===== src/design/fcob_pkg.sv =====
// shared types, register indexes and the per-byte over blend function
// for the frame compositor; no dependencies
`timescale 1ns / 1ps
`default_nettype none

package fcob_pkg;

    localparam int PIX_W      = 32;
    localparam int CFG_ADDR_W = 3;
    localparam int CFG_DATA_W = 32;
    localparam int IN_DATA_W  = 64;

    localparam int MODE_BASE_BIT  = 0;
    localparam int MODE_BLEND_BIT = 1;

    typedef enum logic [CFG_ADDR_W-1:0] {
        REG_CANVAS_WIDTH  = 3'd0,
        REG_CANVAS_HEIGHT = 3'd1,
        REG_FG_LEFT       = 3'd2,
        REG_FG_TOP        = 3'd3,
        REG_FG_COLS       = 3'd4,
        REG_FG_ROWS       = 3'd5,
        REG_FILL_COLOR    = 3'd6,
        REG_MODE_BITS     = 3'd7
    } cfg_addr_t;

    typedef struct packed {
        logic [12:0]      width_px;
        logic [12:0]      height_px;
        logic [11:0]      fg_left;
        logic [11:0]      fg_top;
        logic [12:0]      fg_cols;
        logic [12:0]      fg_rows;
        logic [PIX_W-1:0] fill_color;
        logic [1:0]       mode_bits;
    } fcob_cfg_t;

    typedef struct packed {
        logic in_rect;
        logic frame_end;
    } fcob_pos_t;

    // b = f + round(b * inv_alpha / 255), wrapping to 8 bits
    function automatic logic [7:0] blend_byte(input logic [7:0] inv_alpha,
                                              input logic [7:0] base_b,
                                              input logic [7:0] top_b);
        logic [15:0] t;
        logic [15:0] s;
        t = {8'd0, inv_alpha} * {8'd0, base_b} + 16'h0080;
        s = t + {8'd0, t[15:8]};
        return top_b + s[15:8];
    endfunction

endpackage

`default_nettype wire


===== src/design/fcob_cfg_regs.sv =====
// configuration register file of the frame compositor
// depends on fcob_pkg
`timescale 1ns / 1ps
`default_nettype none

module fcob_cfg_regs
    import fcob_pkg::*;
(
    input  wire logic                  aclk,
    input  wire logic                  aresetn,
    input  wire logic                  cfg_wr_en,
    input  wire logic [CFG_ADDR_W-1:0] cfg_addr,
    input  wire logic [CFG_DATA_W-1:0] cfg_wr_data,
    output fcob_cfg_t                  cfg
);

    fcob_cfg_t cfg_reg;

    always_ff @(posedge aclk) begin
        if (!aresetn) begin
            cfg_reg.width_px      <= 13'd1;
            cfg_reg.height_px     <= 13'd1;
            cfg_reg.fg_left       <= 12'd0;
            cfg_reg.fg_top        <= 12'd0;
            cfg_reg.fg_cols       <= 13'd0;
            cfg_reg.fg_rows       <= 13'd0;
            cfg_reg.fill_color    <= '0;
            cfg_reg.mode_bits     <= 2'd0;
        end else if (cfg_wr_en) begin
            case (cfg_addr_t'(cfg_addr))
                REG_CANVAS_WIDTH:  cfg_reg.width_px      <= cfg_wr_data[12:0];
                REG_CANVAS_HEIGHT: cfg_reg.height_px     <= cfg_wr_data[12:0];
                REG_FG_LEFT:       cfg_reg.fg_left       <= cfg_wr_data[11:0];
                REG_FG_TOP:        cfg_reg.fg_top        <= cfg_wr_data[11:0];
                REG_FG_COLS:       cfg_reg.fg_cols       <= cfg_wr_data[12:0];
                REG_FG_ROWS:       cfg_reg.fg_rows       <= cfg_wr_data[12:0];
                REG_FILL_COLOR:    cfg_reg.fill_color    <= cfg_wr_data[PIX_W-1:0];
                REG_MODE_BITS:     cfg_reg.mode_bits     <= cfg_wr_data[1:0];
                default: ;
            endcase
        end
    end

    assign cfg = cfg_reg;

endmodule

`default_nettype wire


===== src/design/fcob_position.sv =====
// raster position counters, rectangle hit test and end-of-frame flag
// depends on fcob_pkg
`timescale 1ns / 1ps
`default_nettype none

module fcob_position
    import fcob_pkg::*;
#(
    parameter int MAX_DIM = 4096
) (
    input  wire logic      aclk,
    input  wire logic      aresetn,
    input  wire fcob_cfg_t cfg,
    input  wire logic      advance,
    output fcob_pos_t      pos
);

    localparam int CW    = $clog2(MAX_DIM);
    localparam int CMP_W = ((CW > 13) ? CW : 13) + 1;
    localparam logic [CMP_W-1:0] MAX_DIM_C = CMP_W'(MAX_DIM);
    localparam logic [CMP_W-1:0] ONE_C     = CMP_W'(1);

    logic [CW-1:0]    col_reg, col_next;
    logic [CW-1:0]    row_reg, row_next;
    logic [CMP_W-1:0] w_raw, h_raw, w_eff, h_eff;
    logic [CMP_W-1:0] col_ext, row_ext, col_p1, row_p1;
    logic [CMP_W-1:0] left_ext, top_ext, right_ext, bottom_ext;
    logic             last_col, last_row;

    always_comb begin
        w_raw = CMP_W'(cfg.width_px);
        h_raw = CMP_W'(cfg.height_px);
        if (w_raw == '0) begin
            w_eff = ONE_C;
        end else if (w_raw > MAX_DIM_C) begin
            w_eff = MAX_DIM_C;
        end else begin
            w_eff = w_raw;
        end
        if (h_raw == '0) begin
            h_eff = ONE_C;
        end else if (h_raw > MAX_DIM_C) begin
            h_eff = MAX_DIM_C;
        end else begin
            h_eff = h_raw;
        end
    end

    always_comb begin
        col_ext    = CMP_W'(col_reg);
        row_ext    = CMP_W'(row_reg);
        col_p1     = col_ext + ONE_C;
        row_p1     = row_ext + ONE_C;
        left_ext   = CMP_W'(cfg.fg_left);
        top_ext    = CMP_W'(cfg.fg_top);
        right_ext  = left_ext + CMP_W'(cfg.fg_cols);
        bottom_ext = top_ext + CMP_W'(cfg.fg_rows);
        last_col   = (col_p1 >= w_eff);
        last_row   = (row_p1 >= h_eff);

        pos.in_rect   = (row_ext >= top_ext) && (row_ext < bottom_ext) &&
                        (col_ext >= left_ext) && (col_ext < right_ext);
        pos.frame_end = last_col && last_row;
    end

    always_comb begin
        col_next = col_reg;
        row_next = row_reg;
        if (advance) begin
            if (last_col) begin
                col_next = '0;
                row_next = last_row ? '0 : row_p1[CW-1:0];
            end else begin
                col_next = col_p1[CW-1:0];
            end
        end
    end

    always_ff @(posedge aclk) begin
        if (!aresetn) begin
            col_reg <= '0;
            row_reg <= '0;
        end else begin
            col_reg <= col_next;
            row_reg <= row_next;
        end
    end

endmodule

`default_nettype wire


===== src/design/fcob_blend.sv =====
// premultiplied alpha over blend of four bytes, combinational
// depends on fcob_pkg (blend_byte)
`timescale 1ns / 1ps
`default_nettype none

module fcob_blend
    import fcob_pkg::*;
#(
    parameter int ALPHA_BYTE = 3
) (
    input  wire logic [PIX_W-1:0] base_px,
    input  wire logic [PIX_W-1:0] top_px,
    output logic      [PIX_W-1:0] blend_px
);

    logic [7:0] inv_alpha;

    assign inv_alpha = 8'hFF - top_px[ALPHA_BYTE*8 +: 8];

    for (genvar k = 0; k < 4; k++) begin : g_byte
        assign blend_px[k*8 +: 8] = blend_byte(inv_alpha, base_px[k*8 +: 8],
                                               top_px[k*8 +: 8]);
    end

endmodule

`default_nettype wire


===== src/design/frame_compositor_over_blend.sv =====
// Frame compositor, top level: two-register pixel pipeline with config port
// Depends on fcob_pkg, fcob_cfg_regs, fcob_position, fcob_blend
//
// Usage:
//   s_axis carries one canvas position per transaction in raster order:
//   tdata[31:0] background pixel, tdata[63:32] foreground pixel.
//   m_axis returns the composited pixel in tdata[31:0]; tlast marks the
//   last pixel of the frame (end of the bottom row).
//   cfg_wr_en/cfg_addr/cfg_wr_data write one register per cycle; write
//   only while the pipeline is empty.
// Throughput: one pixel per clock while m_axis is not stalled; the input
//   transaction passes the input register, then the result register,
//   which drives m_axis.
//   The per-pixel blend is four 8x8 multiplies with adds between the
//   two registers.
// Reset: synchronous, active low; clears both pipeline valids, the
//   raster counters and the configuration registers to their defaults.
// Stall: when m_axis_tready is low the result register holds; the input
//   register still fills while it is empty, so at most one more transaction
//   is taken before s_axis_tready drops.
`timescale 1ns / 1ps
`default_nettype none

module frame_compositor_over_blend
    import fcob_pkg::*;
#(
    parameter int MAX_DIM    = 4096,
    parameter int ALPHA_BYTE = 3
) (
    input  wire logic                  aclk,
    input  wire logic                  aresetn,
    input  wire logic                  cfg_wr_en,
    input  wire logic [CFG_ADDR_W-1:0] cfg_addr,
    input  wire logic [CFG_DATA_W-1:0] cfg_wr_data,
    input  wire logic                  s_axis_tvalid,
    output logic                       s_axis_tready,
    input  wire logic [IN_DATA_W-1:0]  s_axis_tdata,  // base_pixel, top_pixel
    output logic                       m_axis_tvalid,
    input  wire logic                  m_axis_tready,
    output logic      [PIX_W-1:0]      m_axis_tdata,  // out_pixel
    output logic                       m_axis_tlast
);

    fcob_cfg_t  cfg;
    fcob_pos_t  pos;
    logic       s_accept;
    logic       a_ready, b_ready;
    logic [PIX_W-1:0] blend_px;

    logic             a_valid_reg;
    logic [PIX_W-1:0] a_base_reg;
    logic [PIX_W-1:0] a_top_reg;
    logic             a_inside_reg;
    logic             a_blend_reg;
    logic             a_last_reg;

    logic             b_valid_reg;
    logic [PIX_W-1:0] b_pixel_reg;
    logic             b_last_reg;

    fcob_cfg_regs u_cfg (
        .aclk        (aclk),
        .aresetn     (aresetn),
        .cfg_wr_en   (cfg_wr_en),
        .cfg_addr    (cfg_addr),
        .cfg_wr_data (cfg_wr_data),
        .cfg         (cfg)
    );

    fcob_position #(
        .MAX_DIM (MAX_DIM)
    ) u_pos (
        .aclk    (aclk),
        .aresetn (aresetn),
        .cfg     (cfg),
        .advance (s_accept),
        .pos     (pos)
    );

    fcob_blend #(
        .ALPHA_BYTE (ALPHA_BYTE)
    ) u_blend (
        .base_px  (a_base_reg),
        .top_px   (a_top_reg),
        .blend_px (blend_px)
    );

    assign b_ready       = !b_valid_reg || m_axis_tready;
    assign a_ready       = !a_valid_reg || b_ready;
    assign s_axis_tready = a_ready;
    assign s_accept      = s_axis_tvalid && a_ready;

    // input register
    always_ff @(posedge aclk) begin
        if (!aresetn) begin
            a_valid_reg <= 1'b0;
        end else if (a_ready) begin
            a_valid_reg <= s_axis_tvalid;
        end
    end

    always_ff @(posedge aclk) begin
        if (s_accept) begin
            a_base_reg   <= cfg.mode_bits[MODE_BASE_BIT] ? s_axis_tdata[PIX_W-1:0]
                                                         : cfg.fill_color;
            a_top_reg    <= s_axis_tdata[2*PIX_W-1:PIX_W];
            a_inside_reg <= pos.in_rect;
            a_blend_reg  <= cfg.mode_bits[MODE_BLEND_BIT];
            a_last_reg   <= pos.frame_end;
        end
    end

    // result register
    always_ff @(posedge aclk) begin
        if (!aresetn) begin
            b_valid_reg <= 1'b0;
        end else if (b_ready) begin
            b_valid_reg <= a_valid_reg;
        end
    end

    always_ff @(posedge aclk) begin
        if (b_ready && a_valid_reg) begin
            if (!a_inside_reg) begin
                b_pixel_reg <= a_base_reg;
            end else if (a_blend_reg) begin
                b_pixel_reg <= blend_px;
            end else begin
                b_pixel_reg <= a_top_reg;
            end
            b_last_reg <= a_last_reg;
        end
    end

    assign m_axis_tvalid = b_valid_reg;
    assign m_axis_tdata  = b_pixel_reg;
    assign m_axis_tlast  = b_last_reg;

endmodule

`default_nettype wire


===== config.mk =====
export PLATFORM = sky130hd
export DESIGN_NAME = frame_compositor_over_blend
export DESIGN_NICKNAME = d
export VERILOG_FILES = /design/src/design/fcob_pkg.sv /design/src/design/fcob_cfg_regs.sv /design/src/design/fcob_position.sv /design/src/design/fcob_blend.sv /design/src/design/frame_compositor_over_blend.sv
export SDC_FILE = /design/constraint.sdc
export NUM_CORES = 1
export LEC_CHECK = 0
export BUFFER_PORTS_ARGS = -buffer_cell sky130_fd_sc_hd__clkbuf_2
export CORE_MARGIN = 3
export CORE_UTILIZATION = 30
export DETAILED_ROUTE_END_ITERATION = 8
export GPL_TIMING_DRIVEN = 0
export SYNTH_ARGS = -nofsm -noshare
export SYNTH_HDL_FRONTEND = slang
export SYNTH_SLANG_ARGS = --single-unit

===== constraint.sdc =====
create_clock -name aclk -period 8.2 [get_ports aclk]
set_input_delay 1.23 -clock aclk [delete_from_list [all_inputs] [get_ports aclk]]
set_output_delay 1.23 -clock aclk [all_outputs]
set_load 0.05 [all_outputs]

==> metrics, run 1 <==
outcome complete, but fails checks; violated checks setup timing; clock group share of total power 0.183; PortBufs 133; hold violation total from the final report 0; Die Wd 285 um; hold path depth 0; CTS max path bufs 3; CORE AREA 76600 um2; fin area 28900 um2; most used cell, CP a21oi_2; area delta synth->final 23.6%; Mean Syn Cell Area 9.12 um2; post-layout util 0.377; clk_lat worst skew 0.60 ns; RSZ-0062 raised after global routing yes; root buffer cell clkbuf_16; final cycle utilization of the critical path 1.01; NetSw 2.98 mW; Sw Share 0.401; number of global-route vias before repair 18800; Period minus WS final 8.26 ns; share of cells above drive strength 1 0.206; worst setup margin -0.0620 ns; First DRT Iteration DRCs 987; Slowest-stage cell, CP edfxtp_1; WS Path Type reg -> reg; Max VDD drop 0.204 mV; H-Tree Depth 1; Slew Limit Fails 0; global-route wire length before repair 106000 um; total CTS buffers 28; vias per inst 4.85; Place WS -1.18 ns; synth warn 0; delay-heaviest family, CP adder cells; P_int 4.46 mW; flop and latch count out of synthesis 236; Data arrival, critical path 8.55 ns; Vias 19000; Post-synth EDFFs 100; Seq/Total Area, Yosys 0.245; Power, Total 7.44 mW; Tot GR Track Use 0.166; Rows 101; Async SR Flop Fraction 0; hold_buf cts 0; grt ovf 0; Net Count, Synth 3124; CTS clk-pin slew, worst paths 0.06 ns; worst r2r src a_top_reg[26]; FF-to-FF path depth 36; CTS tree built; distinct cell type count after synthesis 81; WL per Instance 17.6 um; Worst Hold Endpoint m_axis_tlast; setup TNS -0.0620 ns; # DRC 0; WL final 69100 um; Nets 3428; Req. time, crit path 8.48 ns; most frequent cells in the layout nand2_1 (294), ha_1 (276), inv_1 (253); I/O pin count 139; Starting Density 0.305; Max Fclk 121 MHz; die height 285 um; Initial DRT Pass Iterations 7; register-to-register setup slack -0.06 ns; Largest register FFs 110; nature of the critical path startpoint flop; gp weighted congestion 0.872; Post-DRT Antenna Nets 0; Worst Path Buf+Inv 5; crit-path max FO 4; top_reg_cell synth dfxtp_1; clk_skew 0.0396 ns; Worst Hold Launch a_last_reg; Pwr Density 258 nW/um2; Least-Margin Pin Slew 1.03 ns; max_cap viols 0; Reg-to-Reg End m_axis_tdata[23]; largest net degree at the start of global routing 52; initial antenna violation count 5; Slowest Stage Delay on Critical Path 0.55 ns; Seq pwr share 0.182; Final setup violation count 1; synthesized area 23400 um2; Hold WC Path Type reg -> reg; Post-Synthesis Cells 2564; FILL cells 7704; crit end category flop; placed inst area 25500 um2; Comb pwr share 0.634; # clock sinks 236; most common cell after layout, fill and taps aside nand2_1; max_slew headroom 0.312; leakage dissipation 12.8 nW; dpl hpwl 51300 um; die area 81300 um2
## cell families after synthesis
logic type,Yosys count,share of synthesized area
buffers and inverters,365,0.0589
DFF,236,0.245
and+or+nand+nor,834,0.181
adders and majority gates,462,0.296
xor gates and xnor gates,139,0.0530
AOI/OAI and AO/OA,467,0.139
muxes,61,0.0279
## per-layer routing
metal / up-vias / global-route usage / part of all wire
li1: 9274 / - / -
met1: 9115 / 0.225 / 0.45
met2: 503 / 0.273 / 0.46
met3: 120 / 0.0234 / 0.061
met4: 0 / 0.0466 / 0.033
met5: - / 0 / 0
## power groups by stage
stage | sequential [mW] | clock [mW] | combinational (mW)
floorplan | 1.42 | 0 | 2.64
global placement | 1.39 | 0 | 3.34
detailed placement | 1.39 | 0 | 3.38
CTS | 1.36 | 1.40 | 4.05
global route | 1.36 | 1.45 | 5.21
finish | 1.36 | 1.37 | 4.72
## cell usage after synthesis (all sizes together) (5+ instances only)
cell type | instances | area share
nor2b | 202 | 0.054
nand2b | 91 | 0.024
and4 | 5 | 0.0019
o31a | 5 | 0.0019
inv | 281 | 0.045
nand4 | 10 | 0.0027
xnor2 | 87 | 0.033
nor4 | 6 | 0.0016
nand2 | 297 | 0.048
nor2 | 94 | 0.015
dfxtp | 136 | 0.12
or2 | 7 | 0.0019
edfxtp | 100 | 0.13
a21boi | 118 | 0.038
a211o | 7 | 0.0026
nand3b | 10 | 0.0032
a31oi | 8 | 0.0021
mux2i | 28 | 0.012
nor3 | 21 | 0.0045
buf | 5 | 0.0011
o21ai | 51 | 0.011
maj3 | 6 | 0.0026
o21a | 15 | 0.0048
a21oi | 104 | 0.022
and2 | 7 | 0.0019
clkbuf | 79 | 0.013
o31ai | 5 | 0.0016
ha | 302 | 0.16
a211oi | 18 | 0.0058
o21bai | 23 | 0.0074
a21o | 55 | 0.018
nand3 | 38 | 0.0081
fa | 154 | 0.13
xor2 | 51 | 0.019
o211ai | 5 | 0.0016
mux2 | 33 | 0.016
and3 | 24 | 0.0065
a32o | 9 | 0.0039
## area by class of cell
class	count	area [um2]	area share
multi-input cells	1963	17300	0.600
flip-flops and latches	236	5730	0.198
repair buffers	277	1930	0.0667
well taps	1030	1290	0.0446
inverters	281	1050	0.0365
clock buffers	41	831	0.0287
plain buffers	81	551	0.0190
clock inverters	11	189	0.00654
diodes	1	2.50	0.0000866
## metrics by stage
| stage | hold WS, ns | cells |
|---|---|---|
| 2_1_floorplan | 0.400 | 2564 |
| 3_3_place_gp | 0.402 | 3727 |
| 3_5_place_dp | 0.423 | 3729 |
| 4_1_cts | 0.424 | 3883 |
| 5_1_grt | 0.440 | 3920 |
| 6_report | 0.421 | 3921 |
## repair_timing
action                                  CTS  global route
resized for setup                       144           178
endpoints found under the setup margin   25            13
pin swaps                                81           146
buffers inserted                        102            41
## worst max path at each step
stage,from,end,slack (ns),cells after the start
final,a_top_reg[26],m_axis_tdata[23],-0.06,36
after global routing,a_top_reg[25],m_axis_tdata[7],-0.36,41
after CTS,a_top_reg[30],m_axis_tdata[23],-0.06,35
after global placement,a_top_reg[24],m_axis_tdata[23],-1.21,35
after detailed placement,a_top_reg[24],m_axis_tdata[23],-1.18,35
after floorplan,a_top_reg[26],m_axis_tdata[23],0.06,35
No activity file was read; power rests on OpenSTA's default activity.
==> inputs of run 2 (changes only) <==
--- a/config.mk
+++ b/config.mk
@@ -8,8 +8,10 @@
 export BUFFER_PORTS_ARGS = -buffer_cell sky130_fd_sc_hd__clkbuf_2
 export CORE_MARGIN = 3
 export CORE_UTILIZATION = 30
+export CTS_CLUSTER_DIAMETER = 40
 export DETAILED_ROUTE_END_ITERATION = 8
 export GPL_TIMING_DRIVEN = 0
+export RECOVER_POWER = 100
 export SYNTH_ARGS = -nofsm -noshare
 export SYNTH_HDL_FRONTEND = slang
 export SYNTH_SLANG_ARGS = --single-unit
==> run 2 against run 1 <==
Effect of this change: the run ends with capacitance limit, slew limit, setup timing left; routed wire length grew 0.75%; sequential cell count is the same; register-to-register slack lost 0.05 ns; largest cell class unchanged; total power grew 7.0%; final area grew 0.77%; highest routed layer unchanged; critical path type unchanged; largest power group unchanged; worst setup slack lost 0.049 ns.
==> metrics, run 2 (synthesized netlist as in run 1, its figures left out) <==
largest net degree at the start of global routing 52 (unchanged); nature of the critical path startpoint flop; Period minus WS final 8.31 ns (+0.0486 ns); worst setup margin -0.111 ns (-0.0486 ns); Least-Margin Pin Slew 3.17 ns (+2.13 ns); Slew Limit Fails 80 (+80); Max VDD drop 0.187 mV (-8.7%); # clock sinks 236 (unchanged); Hold WC Path Type reg -> reg; outcome complete, but fails checks; placed insts 3729 (unchanged); Nets 3439 (+0.32%); most common cell after layout, fill and taps aside nand2_1; crit end category flop; gp weighted congestion 0.872 (unchanged); Power, Total 7.96 mW (+7.0%); leakage dissipation 12.8 nW (+0.48%); Tot GR Track Use 0.167 (+0.00126); crit-path max FO 5 (+1); First DRT Iteration DRCs 1120 (+13%); hold path depth 0 (unchanged); Initial DRT Pass Iterations 5 (-2); setup TNS -0.121 ns (-0.0595 ns); clk_skew 0.0463 ns (+0.00663 ns); worst r2r src a_top_reg[26]; Req. time, crit path 8.48 ns (about the same); FILL cells 7744 (+0.52%); RSZ-0062 raised after global routing yes; Worst Hold Endpoint m_axis_tlast; number of global-route vias before repair 19000 (+1.1%); hold_buf cts 0 (unchanged); Rows 101 (unchanged); grt ovf 0 (unchanged); CTS max path bufs 3 (unchanged); Data arrival, critical path 8.59 ns (+0.04 ns); Hold WS 0.420 ns (-0.000721 ns); Starting Density 0.305 (unchanged); WS Path Type reg -> reg; Largest register FFs 110 (unchanged); share of cells above drive strength 1 0.179 (-0.0270); Slowest Stage Delay on Critical Path 0.57 ns (+0.02 ns); max_cap viols 2 (+2); Die Wd 285 um (unchanged); hold violation total from the final report 0 (unchanged); violated checks capacitance limit, slew limit, setup timing; global-route wire length before repair 107000 um (+0.24%); FF-to-FF path depth 35 (-2.8%); Max Fclk 120 MHz (-0.58%); Vias 19100 (+0.50%); I/O pin count 139 (unchanged); clk_lat worst skew 0.60 ns (about the same); Final setup violation count 2 (+1); Worst Hold Launch a_last_reg; total CTS buffers 43 (+54%); # DRC 0 (unchanged); CORE AREA 76600 um2 (unchanged); initial antenna violation count 8 (+3); final non-filler cell total 3944 (+0.59%); Slowest-stage cell, CP edfxtp_1; most used cell, CP a21oi_2; Pwr Density 274 nW/um2 (+6.2%); most frequent cells in the layout nand2_1 (294), ha_1 (278), inv_1 (256); root buffer cell clkbuf_16; max_slew headroom -1.11 (-1.42); Post-DRT Antenna Nets 0 (unchanged); vias per inst 4.84 (about the same); CTS tree built; H-Tree Depth 2 (+1); WL per Instance 17.7 um (+0.16%); PortBufs 133 (unchanged); die area 81300 um2 (unchanged); CTS clk-pin slew, worst paths 0.06 ns (about the same); die height 285 um (unchanged); final cycle utilization of the critical path 1.01 (+0.00592); register-to-register setup slack -0.11 ns (-0.05 ns); WL final 69700 um (+0.75%); Reg-to-Reg End m_axis_tdata[23]; area delta synth->final 24.5%; dpl hpwl 51300 um (unchanged)
run 2: metrics by stage:
step / instance area (um2) / utilization / worst slack (ns)
6_report: 29100 / 0.380 / -0.111
5_1_grt: 29100 / 0.380 / -0.382
4_1_cts: 28300 / 0.370 / -0.0814
3_5_place_dp: 25500 / 0.332 / -1.18
3_3_place_gp: 25400 / 0.332 / -1.21
2_1_floorplan: 23400 / - / 0.0608
run 2: critical path, delay by kind of cell, from the launching register on:
family | cells | cell delay (ns)
adder cells (fa/ha/maj) | 9 | 3.30
AO/OA/AOI/OAI | 13 | 2.25
AND/OR/NAND/NOR | 6 | 1.10
flip-flops | 1 | 0.57
XOR/XNOR | 3 | 0.42
buffers and inverters | 4 | 0.35
run 2: worst max-delay path by stage:
stage | slack [ns] | cells past startpoint | startpoint | end
finish | -0.11 | 35 | a_top_reg[26] | m_axis_tdata[23]
detailed placement | -1.18 | 35 | a_top_reg[24] | m_axis_tdata[23]
global placement | -1.21 | 35 | a_top_reg[24] | m_axis_tdata[23]
CTS | -0.08 | 35 | a_top_reg[28] | m_axis_tdata[23]
global route | -0.38 | 35 | a_top_reg[24] | m_axis_tdata[23]
floorplan | 0.06 | 35 | a_top_reg[26] | m_axis_tdata[23]
run 2: final cells by class:
cell class,count,area [um2],share of cell area
inverter,281,1050,0.0362
clock buffer,50,1120,0.0386
buffer,84,568,0.0195
multi-input combinational,1963,17200,0.591
antenna,1,2.50,0.0000859
timing repair buffer,270,1730,0.0594
clock inverter,29,424,0.0146
tap,1030,1290,0.0443
sequential,236,5730,0.197
run 2: layer usage:
metal / vias up / GRT usage / share of wire
met5: - / 0 / 0
met4: 0 / 0.0594 / 0.036
met3: 141 / 0.0263 / 0.061
met2: 544 / 0.271 / 0.46
met1: 9116 / 0.225 / 0.45
li1: 9307 / - / -
run 2: report_power, final:
part           switching, mW  leakage (nW)  internal (mW)
sequential            0.0594          2.08           1.30
combinational           2.37          9.99           2.31
clock                  0.713         0.751           1.21
total                   3.14          12.8           4.82
run 2: timing repair:
item | 4_1_cts | 5_1_grt
buffers inserted | 100 | 35
endpoints found under the setup margin | 26 | 13
pin swaps | 80 | 127
resized for setup | 139 | 149
